**config.mk**
```make
export PLATFORM = sky130hd
export DESIGN_NAME = seven_segment_number_formatter
export DESIGN_NICKNAME = d
export VERILOG_FILES = /design/src/sv/ssnf_pkg.sv /design/src/sv/ssnf_prep.sv /design/src/sv/ssnf_dabble.sv /design/src/sv/ssnf_emit.sv /design/src/sv/seven_segment_number_formatter.sv
export VERILOG_INCLUDE_DIRS = /design/src /design/src/sv
export SDC_FILE = /design/constraint.sdc
export NUM_CORES = 1
export LEC_CHECK = 0
export ABC_AREA = 1
export BUFFER_PORTS_ARGS = -buffer_cell sky130_fd_sc_hd__buf_2
export CAP_MARGIN = 15
export CELL_PAD_IN_SITES_DETAIL_PLACEMENT = 1
export CELL_PAD_IN_SITES_GLOBAL_PLACEMENT = 2
export CORE_AREA = 2 2 419 213
export DETAILED_ROUTE_END_ITERATION = 12
export DIE_AREA = 0 0 421 215
export PLACE_DENSITY_LB_ADDON = 0.12
export SETUP_SLACK_MARGIN = 0.3
export SYNTH_ARGS = -nofsm -noshare
export SYNTH_HDL_FRONTEND = slang
export SYNTH_HIERARCHICAL = 1
export SYNTH_SLANG_ARGS = --single-unit
```
**constraint.sdc**
```tcl
create_clock -name clk -period 10.1 [get_ports clk]
set_input_delay 1.515 -clock clk [delete_from_list [all_inputs] [get_ports clk]]
set_output_delay 1.515 -clock clk [all_outputs]
set_load 0.05 [all_outputs]
```
**src/sv/seven_segment_number_formatter_defines.svh**
```systemverilog
// Assertion macros for the seven-segment number formatter.
// Expects clk and rst_n in the scope where a macro is used.
`ifndef SEVEN_SEGMENT_NUMBER_FORMATTER_DEFINES_SVH
`define SEVEN_SEGMENT_NUMBER_FORMATTER_DEFINES_SVH

// Consequent checked in the same cycle as the antecedent.
`define SSNF_ASSERT_NOW(label, ante, cons, msg) \
  label: assert property (@(posedge clk) disable iff (!rst_n) (ante) |-> (cons)) \
    else $error(msg);

// Consequent checked in the cycle after the antecedent.
`define SSNF_ASSERT_NEXT(label, ante, cons, msg) \
  label: assert property (@(posedge clk) disable iff (!rst_n) (ante) |=> (cons)) \
    else $error(msg);

`endif

```
**src/sv/ssnf_pkg.sv**
```systemverilog
// Types, codes and segment tables for the seven-segment number formatter.
// No dependencies.
package ssnf_pkg;

  localparam logic [2:0] CMD_UDEC = 3'd0;
  localparam logic [2:0] CMD_SDEC = 3'd1;
  localparam logic [2:0] CMD_HEXB = 3'd2;
  localparam logic [2:0] CMD_HEXW = 3'd3;
  localparam logic [2:0] CMD_ON   = 3'd4;
  localparam logic [2:0] CMD_OFF  = 3'd5;

  localparam logic [7:0] ADDR_BASE   = 8'hC0;
  localparam logic [7:0] SEG_BLANK   = 8'h00;
  localparam logic [7:0] SEG_DASH    = 8'h40;
  localparam logic [7:0] BYTE_ON_A   = 8'h02;
  localparam logic [7:0] BYTE_ON_B   = 8'h40;
  localparam logic [7:0] BYTE_BRIGHT = 8'h88;
  localparam logic [7:0] BYTE_OFF    = 8'h80;

  localparam int ValueBits = 16;
  localparam int BcdDigits = 5;
  localparam int BcdBits   = 4 * BcdDigits;
  localparam int AccBits   = BcdBits + ValueBits;
  localparam int DabSteps  = 4;
  localparam int DabStages = ValueBits / DabSteps;

  typedef struct packed {
    logic [2:0]  command;
    logic [15:0] value;
  } in_item_t;

  typedef struct packed {
    logic [7:0] first_byte;
    logic [7:0] second_byte;
    logic       two_bytes;
    logic       last;
  } out_item_t;

  // Item in flight through the conversion stages: acc is {bcd, binary}.
  typedef struct packed {
    logic [2:0]         cmd;
    logic               neg;
    logic [15:0]        raw;
    logic [AccBits-1:0] acc;
  } dab_t;

  typedef struct packed {
    logic [7:0] first;
    logic [7:0] second;
    logic       two;
  } frame_t;

  function automatic logic [7:0] seg_of(input logic [3:0] nib);
    logic [7:0] s;
    unique case (nib)
      4'h0: s = 8'h3f;
      4'h1: s = 8'h06;
      4'h2: s = 8'h5b;
      4'h3: s = 8'h4f;
      4'h4: s = 8'h66;
      4'h5: s = 8'h6d;
      4'h6: s = 8'h7d;
      4'h7: s = 8'h07;
      4'h8: s = 8'h7f;
      4'h9: s = 8'h6f;
      4'ha: s = 8'h77;
      4'hb: s = 8'h7c;
      4'hc: s = 8'h58;
      4'hd: s = 8'h5e;
      4'he: s = 8'h79;
      4'hf: s = 8'h71;
      default: s = 8'h00;
    endcase
    return s;
  endfunction

  function automatic frame_t seg_frame(input logic [1:0] pos, input logic [7:0] seg);
    frame_t f;
    f.first  = ADDR_BASE | {5'b0, pos, 1'b0};
    f.second = seg;
    f.two    = 1'b1;
    return f;
  endfunction

  function automatic frame_t cmd_frame(input logic [7:0] b);
    frame_t f;
    f.first  = b;
    f.second = 8'h00;
    f.two    = 1'b0;
    return f;
  endfunction

  // One double-dabble step: correct each BCD digit, then shift left.
  function automatic logic [AccBits-1:0] dab_shift(input logic [AccBits-1:0] x);
    logic [AccBits-1:0] y;
    y = x;
    for (int k = 0; k < BcdDigits; k++) begin
      if (y[ValueBits+4*k +: 4] >= 4'd5) begin
        y[ValueBits+4*k +: 4] = y[ValueBits+4*k +: 4] + 4'd3;
      end
    end
    return {y[AccBits-2:0], 1'b0};
  endfunction

endpackage

```
**src/sv/ssnf_prep.sv**
```systemverilog
// Entry stage: decodes the command and takes the magnitude of negative values.
// Depends on ssnf_pkg.
module ssnf_prep (
  input  logic              clk,
  input  logic              rst_n,
  input  logic              valid_i,
  input  ssnf_pkg::in_item_t item_i,
  output logic              stall_o,
  output logic              valid_o,
  output ssnf_pkg::dab_t    data_o,
  input  logic              stall_i
);
  import ssnf_pkg::*;

  logic        valid_r;
  dab_t        data_r;
  dab_t        data_nxt;
  logic        neg;
  logic [15:0] mag;

  assign neg = (item_i.command == CMD_SDEC) && item_i.value[15];
  // -32768 wraps to 0x8000, which is the wanted magnitude
  assign mag = neg ? (~item_i.value + 16'd1) : item_i.value;

  always_comb begin
    data_nxt.cmd = item_i.command;
    data_nxt.neg = neg;
    data_nxt.raw = item_i.value;
    data_nxt.acc = {{BcdBits{1'b0}}, mag};
  end

  assign stall_o = valid_r && stall_i;
  assign valid_o = valid_r;
  assign data_o  = data_r;

  always_ff @(posedge clk) begin
    if (!rst_n) begin
      valid_r <= 1'b0;
    end else if (!stall_o) begin
      valid_r <= valid_i;
    end
  end

  always_ff @(posedge clk) begin
    if (!stall_o) begin
      data_r <= data_nxt;
    end
  end

endmodule

```
**src/sv/ssnf_dabble.sv**
```systemverilog
// One stage of the binary-to-BCD converter: a fixed number of double-dabble steps.
// Depends on ssnf_pkg and the formatter assertion macros.
`include "seven_segment_number_formatter_defines.svh"

module ssnf_dabble (
  input  logic           clk,
  input  logic           rst_n,
  input  logic           valid_i,
  input  ssnf_pkg::dab_t data_i,
  output logic           stall_o,
  output logic           valid_o,
  output ssnf_pkg::dab_t data_o,
  input  logic           stall_i
);
  import ssnf_pkg::*;

  logic valid_r;
  dab_t data_r;
  dab_t data_nxt;

  always_comb begin
    data_nxt = data_i;
    for (int s = 0; s < DabSteps; s++) begin
      data_nxt.acc = dab_shift(data_nxt.acc);
    end
  end

  assign stall_o = valid_r && stall_i;
  assign valid_o = valid_r;
  assign data_o  = data_r;

  always_ff @(posedge clk) begin
    if (!rst_n) begin
      valid_r <= 1'b0;
    end else if (!stall_o) begin
      valid_r <= valid_i;
    end
  end

  always_ff @(posedge clk) begin
    if (!stall_o) begin
      data_r <= data_nxt;
    end
  end

  // After each stage's shifts every BCD digit must stay a decimal digit.
  `SSNF_ASSERT_NOW(a_bcd_digits, valid_r,
                   (data_r.acc[19:16] <= 4'd9) && (data_r.acc[23:20] <= 4'd9) &&
                   (data_r.acc[27:24] <= 4'd9) && (data_r.acc[31:28] <= 4'd9) &&
                   (data_r.acc[35:32] <= 4'd9), "BCD digit out of range")

endmodule

```
**src/sv/ssnf_emit.sv**
```systemverilog
// Frame builder and sender: formats the converted item into up to four frames,
// holds them in a buffer and hands them out one per transfer. Depends on ssnf_pkg.
`include "seven_segment_number_formatter_defines.svh"

module ssnf_emit (
  input  logic                clk,
  input  logic                rst_n,
  input  logic                valid_i,
  input  ssnf_pkg::dab_t      data_i,
  output logic                stall_o,
  input  logic [2:0]          brightness,
  output logic                out_valid,
  output ssnf_pkg::out_item_t out_data,
  input  logic                out_stall
);
  import ssnf_pkg::*;

  frame_t [3:0] fmt;
  logic   [2:0] fmt_cnt;
  logic   [3:0] d4, d3, d2, d1, d0;
  logic         force_all;
  logic         big, mid;

  logic         buf_valid_r;
  frame_t [3:0] frames_r;
  logic   [1:0] last_r;
  logic   [1:0] idx_r;
  logic         out_valid_r;
  out_item_t    out_r;

  logic out_free, send, send_last, buf_free, load;

  assign d4 = data_i.acc[35:32];
  assign d3 = data_i.acc[31:28];
  assign d2 = data_i.acc[27:24];
  assign d1 = data_i.acc[23:20];
  assign d0 = data_i.acc[19:16];
  assign force_all = (d4 != 4'd0);
  assign big = (d4 != 4'd0) || (d3 != 4'd0) || (d2 != 4'd0);
  assign mid = (d1 != 4'd0);

  always_comb begin
    fmt     = '0;
    fmt_cnt = 3'd0;
    unique case (data_i.cmd)
      CMD_UDEC, CMD_SDEC: begin
        fmt_cnt = 3'd4;
        if (data_i.neg) begin
          // dash first, then any blanks ahead of it, then the digits after it
          priority if (big) begin
            fmt[0] = seg_frame(2'd0, SEG_DASH);
            fmt[1] = seg_frame(2'd1, seg_of(d2));
            fmt[2] = seg_frame(2'd2, seg_of(d1));
          end else if (mid) begin
            fmt[0] = seg_frame(2'd1, SEG_DASH);
            fmt[1] = seg_frame(2'd0, SEG_BLANK);
            fmt[2] = seg_frame(2'd2, seg_of(d1));
          end else begin
            fmt[0] = seg_frame(2'd2, SEG_DASH);
            fmt[1] = seg_frame(2'd0, SEG_BLANK);
            fmt[2] = seg_frame(2'd1, SEG_BLANK);
          end
          fmt[3] = seg_frame(2'd3, seg_of(d0));
        end else begin
          // blank leading zeros unless the value overflowed four digits
          fmt[0] = seg_frame(2'd0, (!force_all && d3 == 4'd0) ? SEG_BLANK : seg_of(d3));
          fmt[1] = seg_frame(2'd1, (!force_all && d3 == 4'd0 && d2 == 4'd0) ?
                                   SEG_BLANK : seg_of(d2));
          fmt[2] = seg_frame(2'd2, (!force_all && d3 == 4'd0 && d2 == 4'd0 &&
                                    d1 == 4'd0) ? SEG_BLANK : seg_of(d1));
          fmt[3] = seg_frame(2'd3, seg_of(d0));
        end
      end
      CMD_HEXB: begin
        fmt_cnt = 3'd4;
        fmt[0]  = seg_frame(2'd0, SEG_BLANK);
        fmt[1]  = seg_frame(2'd1, SEG_BLANK);
        fmt[2]  = seg_frame(2'd2, seg_of(data_i.raw[7:4]));
        fmt[3]  = seg_frame(2'd3, seg_of(data_i.raw[3:0]));
      end
      CMD_HEXW: begin
        fmt_cnt = 3'd4;
        fmt[0]  = seg_frame(2'd0, seg_of(data_i.raw[15:12]));
        fmt[1]  = seg_frame(2'd1, seg_of(data_i.raw[11:8]));
        fmt[2]  = seg_frame(2'd2, seg_of(data_i.raw[7:4]));
        fmt[3]  = seg_frame(2'd3, seg_of(data_i.raw[3:0]));
      end
      CMD_ON: begin
        fmt_cnt = 3'd3;
        fmt[0]  = cmd_frame(BYTE_ON_A);
        fmt[1]  = cmd_frame(BYTE_ON_B);
        fmt[2]  = cmd_frame(BYTE_BRIGHT | {5'b0, brightness});
      end
      CMD_OFF: begin
        fmt_cnt = 3'd1;
        fmt[0]  = cmd_frame(BYTE_OFF);
      end
      default: begin
        fmt_cnt = 3'd0;
      end
    endcase
  end

  assign out_free  = !out_valid_r || !out_stall;
  assign send      = buf_valid_r && out_free;
  assign send_last = send && (idx_r == last_r);
  assign buf_free  = !buf_valid_r || send_last;
  assign load      = valid_i && buf_free;
  assign stall_o   = valid_i && !buf_free;

  always_ff @(posedge clk) begin
    if (!rst_n) begin
      buf_valid_r <= 1'b0;
      idx_r       <= 2'd0;
    end else if (load) begin
      // drop unused command codes: they produce no frame
      buf_valid_r <= (fmt_cnt != 3'd0);
      idx_r       <= 2'd0;
    end else if (send) begin
      buf_valid_r <= !send_last;
      idx_r       <= idx_r + 2'd1;
    end
  end

  always_ff @(posedge clk) begin
    if (load) begin
      frames_r <= fmt;
      last_r   <= 2'(fmt_cnt - 3'd1);
    end
  end

  always_ff @(posedge clk) begin
    if (!rst_n) begin
      out_valid_r <= 1'b0;
    end else if (out_free) begin
      out_valid_r <= send;
    end
  end

  always_ff @(posedge clk) begin
    if (send) begin
      out_r.first_byte  <= frames_r[idx_r].first;
      out_r.second_byte <= frames_r[idx_r].second;
      out_r.two_bytes   <= frames_r[idx_r].two;
      out_r.last        <= (idx_r == last_r);
    end
  end

  assign out_valid = out_valid_r;
  assign out_data  = out_r;

  `SSNF_ASSERT_NOW(a_idx_bound, buf_valid_r, idx_r <= last_r, "frame index past last frame")
  `SSNF_ASSERT_NEXT(a_last_sent, send_last, out_valid_r && out_r.last, "last frame not flagged")
  `SSNF_ASSERT_NEXT(a_hold_idx, buf_valid_r && !out_free, $stable(idx_r) && buf_valid_r,
                    "frame buffer advanced while output blocked")

endmodule

```
**src/sv/seven_segment_number_formatter.sv**
```systemverilog
// Top level of the seven-segment number formatter: entry stage, BCD conversion
// stages, frame sender and the brightness register. Depends on ssnf_pkg.
//
//   channel | direction | handshake      | payload
//   in_     | input     | valid / stall  | in_item_t  {command, value}
//   out_    | output    | valid / stall  | out_item_t {first_byte, second_byte, two_bytes, last}
//   cfg_    | input     | valid / ready  | 3-bit brightness
//
// A command passes the entry stage and the conversion stages into the frame buffer; its
// frames go out through the output register on out_. The frame buffer sends one frame per
// cycle while out_ is not stalled; a number gives 4 frames, display-on 3, display-off 1.
// Stalls on out_ back up through every stage without loss; in_stall follows.
// Synchronous active-low reset clears all valid bits and sets brightness to 7.
module seven_segment_number_formatter (
  input  logic                clk,
  input  logic                rst_n,
  input  logic                in_valid,
  output logic                in_stall,
  input  ssnf_pkg::in_item_t  in_data,
  output logic                out_valid,
  input  logic                out_stall,
  output ssnf_pkg::out_item_t out_data,
  input  logic                cfg_valid,
  output logic                cfg_ready,
  input  logic [2:0]          cfg_data
);
  import ssnf_pkg::*;

  logic [2:0] brightness_r;

  logic                 prep_valid;
  dab_t                 prep_data;
  logic [DabStages:0]   dab_valid;
  dab_t [DabStages:0]   dab_data;
  logic [DabStages:0]   dab_stall;

  assign cfg_ready = 1'b1;

  always_ff @(posedge clk) begin
    if (!rst_n) begin
      brightness_r <= 3'd7;
    end else if (cfg_valid && cfg_ready) begin
      brightness_r <= cfg_data;
    end
  end

  ssnf_prep u_prep (
    .clk     (clk),
    .rst_n   (rst_n),
    .valid_i (in_valid),
    .item_i  (in_data),
    .stall_o (in_stall),
    .valid_o (prep_valid),
    .data_o  (prep_data),
    .stall_i (dab_stall[0])
  );

  assign dab_valid[0] = prep_valid;
  assign dab_data[0]  = prep_data;

  for (genvar g = 0; g < DabStages; g++) begin : g_dab
    ssnf_dabble u_dab (
      .clk     (clk),
      .rst_n   (rst_n),
      .valid_i (dab_valid[g]),
      .data_i  (dab_data[g]),
      .stall_o (dab_stall[g]),
      .valid_o (dab_valid[g+1]),
      .data_o  (dab_data[g+1]),
      .stall_i (dab_stall[g+1])
    );
  end

  ssnf_emit u_emit (
    .clk        (clk),
    .rst_n      (rst_n),
    .valid_i    (dab_valid[DabStages]),
    .data_i     (dab_data[DabStages]),
    .stall_o    (dab_stall[DabStages]),
    .brightness (brightness_r),
    .out_valid  (out_valid),
    .out_data   (out_data),
    .out_stall  (out_stall)
  );

endmodule

```
[Word level (Yosys, flattened, before mapping)]
Memory sizes are Yosys's and may differ from the RTL's. A register that Yosys moved wholly into a read port is not among the register bits.
Cells that the tools add are included.
Widths: inputs -> output; s select.
Operators by class
  add/subtract/negate cells: 68
  order comparisons: 66
  equality and inequality tests: 7
  multiplexer cells: 94
  bitwise operators: 2
  reductions and logical operators: 36
Operators with widths (count)
  $mux 4: 67
  $ge 4x3->1 const B: 60
  $add 4x2->4 const B: 50
  $pmux 34 s4: 1
  $pmux 17 s5: 1
  $mux 60: 1
  $mux 51: 1
  $pmux 17 s3: 1
  $mux 46: 1
  $bmux 17 s2: 1
  $mux 3: 11
  $add 3x2->3 const B: 10
  $mux 8: 3
  $mux 17: 1
  $add 16x1->16 const B: 1
  $mux 16: 1
  $not 16->16: 1
  $reduce_bool 4->1: 4
  $logic_and 1x1->1: 13
  $add 1x2->3 const B: 4
  $ge 1x3->1 const B: 4
  $logic_not 4->1: 3
  $pmux 3 s3: 1
  $eq 3x1->1 const B: 2
  17 further kinds: 30
Storage, ports and cells
  flip-flop bits (word level): 312
  bits in read-only memories: 1568
  input port bits: 27
  output and inout port bits: 21
  logic and storage cells: 334
  memories: 14
Memories
  (no name shown): depth 16, width 7, rd ports 1, clocked after memory_dff 1, wr ports 0, line ssnf_pkg.sv:55  | unique case (nib)
  (no name shown): depth 16, width 7, rd ports 1, clocked after memory_dff 1, wr ports 0, line ssnf_pkg.sv:55
  (no name shown): depth 16, width 7, rd ports 1, clocked after memory_dff 1, wr ports 0, line ssnf_pkg.sv:55
  (no name shown): depth 16, width 7, rd ports 1, clocked after memory_dff 1, wr ports 0, line ssnf_pkg.sv:55
  (no name shown): depth 16, width 7, rd ports 1, clocked after memory_dff 1, wr ports 0, line ssnf_pkg.sv:55
  (no name shown): depth 16, width 7, rd ports 1, clocked after memory_dff 1, wr ports 0, line ssnf_pkg.sv:55
  8 more memories

[Depth between registers and ports, before layout]
  word-level depth: 12
  gate-level depth with buffers: 30
  depth with buffers taken out: 29

[Cells and area by module]
The synthesis kept the hierarchy.
Modules (own cells, without submodules)
  ssnf_dabble: instances 4, cells each 469, area each 3844.9 µm², sequential area each 1581.5 µm²
  ssnf_emit: instances 1, cells each 527, area each 4403.0 µm², sequential area each 1791.7 µm²
  ssnf_prep: instances 1, cells each 150, area each 1709.1 µm², sequential area each 1071.0 µm²
  seven_segment_number_formatter: instances 1, cells each 15, area each 112.6 µm², sequential area each 60.1 µm²

[Worst setup path after synthesis]
Ideal clock, no wire load.
  path type: input to output
  from: input port out_stall
  to: output port in_stall
  arrival: 8.454 ns
  data required time: 8.585 ns
  setup slack: 0.131 ns
  cell stages on the path: 14
  buffers on the path: 0
  path through: nand3_1 -> nand2_1 -> inv_1 -> nor2_1 -> nand2_1 -> inv_1 -> nand2_1 -> inv_1 -> nand2_1 -> inv_1 -> nand2_1 -> inv_1 -> nand2_1 -> inv_1
On the way
  cells in the longest elaborated chain, start to end: 12
RTL lines
  from (decl): line seven_segment_number_formatter.sv:21  | input logic out_stall,
  $logic_not 1->1: line ssnf_emit.sv:104  | assign out_free = !out_valid_r || !out_stall;
  $logic_or 1x1->1: line ssnf_emit.sv:104
  $logic_and 1x1->1: line ssnf_emit.sv:105  | assign send = buf_valid_r && out_free;
  $logic_and 1x1->1: line ssnf_emit.sv:106  | assign send_last = send && (idx_r == last_r);
  $logic_or 1x1->1: line ssnf_emit.sv:107  | assign buf_free = !buf_valid_r || send_last;
  $logic_not 1->1: line ssnf_emit.sv:109  | assign stall_o = valid_i && !buf_free;
  $logic_and 1x1->1: line ssnf_emit.sv:109
  net dab_stall[4]: line seven_segment_number_formatter.sv:35  | logic [DabStages:0] dab_stall;
  $logic_and 1x1->1: line ssnf_dabble.sv:28  | assign stall_o = valid_r && stall_i;
  net dab_stall[3]: line seven_segment_number_formatter.sv:35
  $logic_and 1x1->1: line ssnf_dabble.sv:28
  net dab_stall[2]: line seven_segment_number_formatter.sv:35
  $logic_and 1x1->1: line ssnf_dabble.sv:28
  net dab_stall[1]: line seven_segment_number_formatter.sv:35
  $logic_and 1x1->1: line ssnf_dabble.sv:28
  net dab_stall[0]: line seven_segment_number_formatter.sv:35
  $logic_and 1x1->1: line ssnf_prep.sv:32  | assign stall_o = valid_r && stall_i;
  to (decl): line seven_segment_number_formatter.sv:18  | output logic in_stall,
The timed path passes the listed nets, and every way through them passes these cells.

[Worst setup path after layout]
  from: register u_emit.idx_r[0]
  to: output port in_stall
On the way
  cells in the longest elaborated chain, start to end: 10
RTL lines
  from (decl): line ssnf_emit.sv:27  | logic [1:0] idx_r;
  from (signal assigned): line ssnf_emit.sv:121  | idx_r <= idx_r + 2'd1;
  $eq 2x2->1: line ssnf_emit.sv:106
  $logic_and 1x1->1: line ssnf_emit.sv:106
  $logic_or 1x1->1: line ssnf_emit.sv:107
  $logic_not 1->1: line ssnf_emit.sv:109
  $logic_and 1x1->1: line ssnf_emit.sv:109
  net dab_stall[4]: line seven_segment_number_formatter.sv:35
  $logic_and 1x1->1: line ssnf_dabble.sv:28
  net dab_stall[3]: line seven_segment_number_formatter.sv:35
  $logic_and 1x1->1: line ssnf_dabble.sv:28
  net dab_stall[2]: line seven_segment_number_formatter.sv:35
  $logic_and 1x1->1: line ssnf_dabble.sv:28
  net dab_stall[1]: line seven_segment_number_formatter.sv:35
  $logic_and 1x1->1: line ssnf_dabble.sv:28
  net dab_stall[0]: line seven_segment_number_formatter.sv:35
  $logic_and 1x1->1: line ssnf_prep.sv:32
The timed path passes the listed nets, and every way through them passes these cells.

==> results.sh <==
export IMPL_status="finished clean"
export IMPL_skew_ns=0.0194
export IMPL_htree_levels=2
export IMPL_cts_hold_buf=0
export IMPL_cts_tree="yes"
export IMPL_dr_total_vias=16405
export IMPL_dieArea_um2=90500
export IMPL_worst_r2r_path_depth=21
export IMPL_grt_pass1_wl_mm=93.4
export IMPL_timing_rr_start="u_emit/idx_r[0]"
export IMPL_critPathSlowestCell="inv_1"
export IMPL_hold_viol_final=0
export IMPL_rsz0062_at_grt="no"
export IMPL_wl_met3_mm=2.09
export IMPL_wl_mm=57.8
export IMPL_maxSlewHeadroom=0.472
export IMPL_fin_crit_ns=6.73
export IMPL_hpwl_mm=45.6
export IMPL_final_nets=2736
export IMPL_ios=48
export IMPL_cts_buffers=34
export IMPL_gp_congestion=0.759
export IMPL_cts_resized=0
export IMPL_cts_post_setup_buffers_inserted=0
export IMPL_wire_per_inst_um=15.2
export IMPL_antenna_found_initial=7
export IMPL_syn_avg_cell_area_um2=8.22
export IMPL_clk_latency_ns=0.54
export IMPL_critPathLaunchType="register"
export IMPL_layout_common_cells="667 x nand2_1, 399 x inv_1, 276 x edfxtp_1"
export IMPL_clockRootBuffer="clkbuf_16"
export IMPL_holdPathEnd="g_dab[1].u_dab/data_o[51]"
export IMPL_crit_type="reg2out"
export IMPL_drc=0
export IMPL_die_h_um=215
export IMPL_synthToLayoutAreaGrowth_pct=13.4
export IMPL_initial_utilization=0.238
export IMPL_crit_fanout=53
export IMPL_crit_top_cell="inv_1"
export IMPL_fp_dieW_um=421
export IMPL_core_um2=87200
export IMPL_cap_violations=0
export IMPL_tns_ns=0
export IMPL_path_cells="inv_1 > nand2_1 > nand2_1 > nand2_1 > nand2_1 > nand2_1 > inv_1 > nor2_1 > nand2_2 > inv_1 > nand2_2 > buf_4 > inv_1 > nand2_2 > buf_4 > inv_1 > nand2_2 > buf_4 > inv_1 > nand2_2 > inv_1 > buf_2"
export IMPL_fin_crit_sh=0.666
export IMPL_grt_usage=0.128
export IMPL_worst_slew_pin_slew_ns=0.792
export IMPL_hp_start="g_dab[0].u_dab/data_o[51]"
export IMPL_drv_slew=0
export IMPL_timing_rr_end="u_prep/data_o[50]"
export IMPL_cpPeakStageDelay_ns=0.62
export IMPL_clk_pin_slew_worst_paths_ns=0.07
export IMPL_hold_depth=0
export IMPL_overflow=0
export IMPL_clk_path_buf_depth=3
export IMPL_ys_warn_count=6
export IMPL_wl_met2_mm=20.1
export IMPL_fp_row_count=77
export IMPL_drive_gt1_frac=0.183
export IMPL_synth_cells=2524
export IMPL_viasPerCell=4.31
export IMPL_min_path_type="reg2reg"
export IMPL_cts_num_sinks=288
export IMPL_rrSetupSlack_ns=4.83
export IMPL_cp_end_kind="output pin"
export IMPL_place_port_buffers=43
export IMPL_drt_iter0_drc=870
export IMPL_grt_max_degree=54
export IMPL_ant_nets=0
export IMPL_max_freq_mhz=149
export IMPL_wl_met1_mm=34.8
export IMPL_dr_max_layer_used="met4"
export IMPL_final_common_cell="nand2_1"
export IMPL_firstDrtPassIters=5
export IMPL_cp_required_ns=8.59
export IMPL_setup_violations=0
export IMPL_grt_pass1_vias=16578
export IMPL_cp_arrival_ns=5.21
export IMPL_netlist_area_um2=20700
==> routing by layer <==
layer  GRT usage  up-vias
li1            -     8410
met1       0.216     7787
met2       0.163      150
met3      0.0235       58
met4      0.0199        0
met5           0        -
==> worst max-delay path by stage <==
stage,startpoint,endpoint,cells after the start
finish,u_emit/idx_r[0],in_stall,22
global route,u_emit/idx_r[0],in_stall,22
CTS,u_emit/idx_r[0],in_stall,22
detailed placement,out_stall,in_stall,19
global placement,out_stall,in_stall,19
floorplan,out_stall,in_stall,14
==> worst max-delay path, delay by kind of cell, from the launching register on <==
| kind | cells | cell delay (ns) |
|---|---|---|
| buf+inv | 11 | 3.15 |
| flops | 1 | 0.52 |
| simple gates | 11 | 0.98 |
==> state kept, by name, indices dropped and copies added, names as in the netlist <==
signal / flops
brightness_r: 3
g_dab.u_dab/data_o: 184
g_dab.u_dab/valid_o: 4
u_emit/buf_valid_r: 1
u_emit/frames_r: 40
u_emit/idx_r: 2
u_emit/last_r: 2
u_emit/out_data: 15
u_emit/out_valid: 1
u_prep/data_o: 35
u_prep/valid_o: 1
==> metrics by stage <==
| step | util | cell area (um2) | hold WS (ns) | worst slack (ns) | cells |
|---|---|---|---|---|---|
| after floorplan | - | 20800 | 0.400 | 0.685 | 2545 |
| after global placement | 0.256 | 22300 | 0.403 | 2.82 | 3740 |
| after detailed placement | 0.256 | 22300 | 0.406 | 2.74 | 3740 |
| after CTS | 0.269 | 23500 | 0.419 | 2.36 | 3802 |
| after global routing | 0.270 | 23500 | 0.424 | 2.63 | 3805 |
| final | 0.270 | 23500 | 0.415 | 3.37 | 3806 |
==> layout make-up <==
class | instances | area, um2
Clock inverter | 16 | 218
Fill cell | 10320 | 63700
Sequential cell | 288 | 8530
Multi-Input combinational cell | 1795 | 10500
Timing Repair Buffer | 50 | 280
Antenna cell | 3 | 7.51
Tap cell | 1185 | 1480
Inverter | 423 | 1590
Clock buffer | 46 | 967
Power is not shown: default switching activity piles up to over one toggle a cycle in this logic, so the estimate is an artifact.
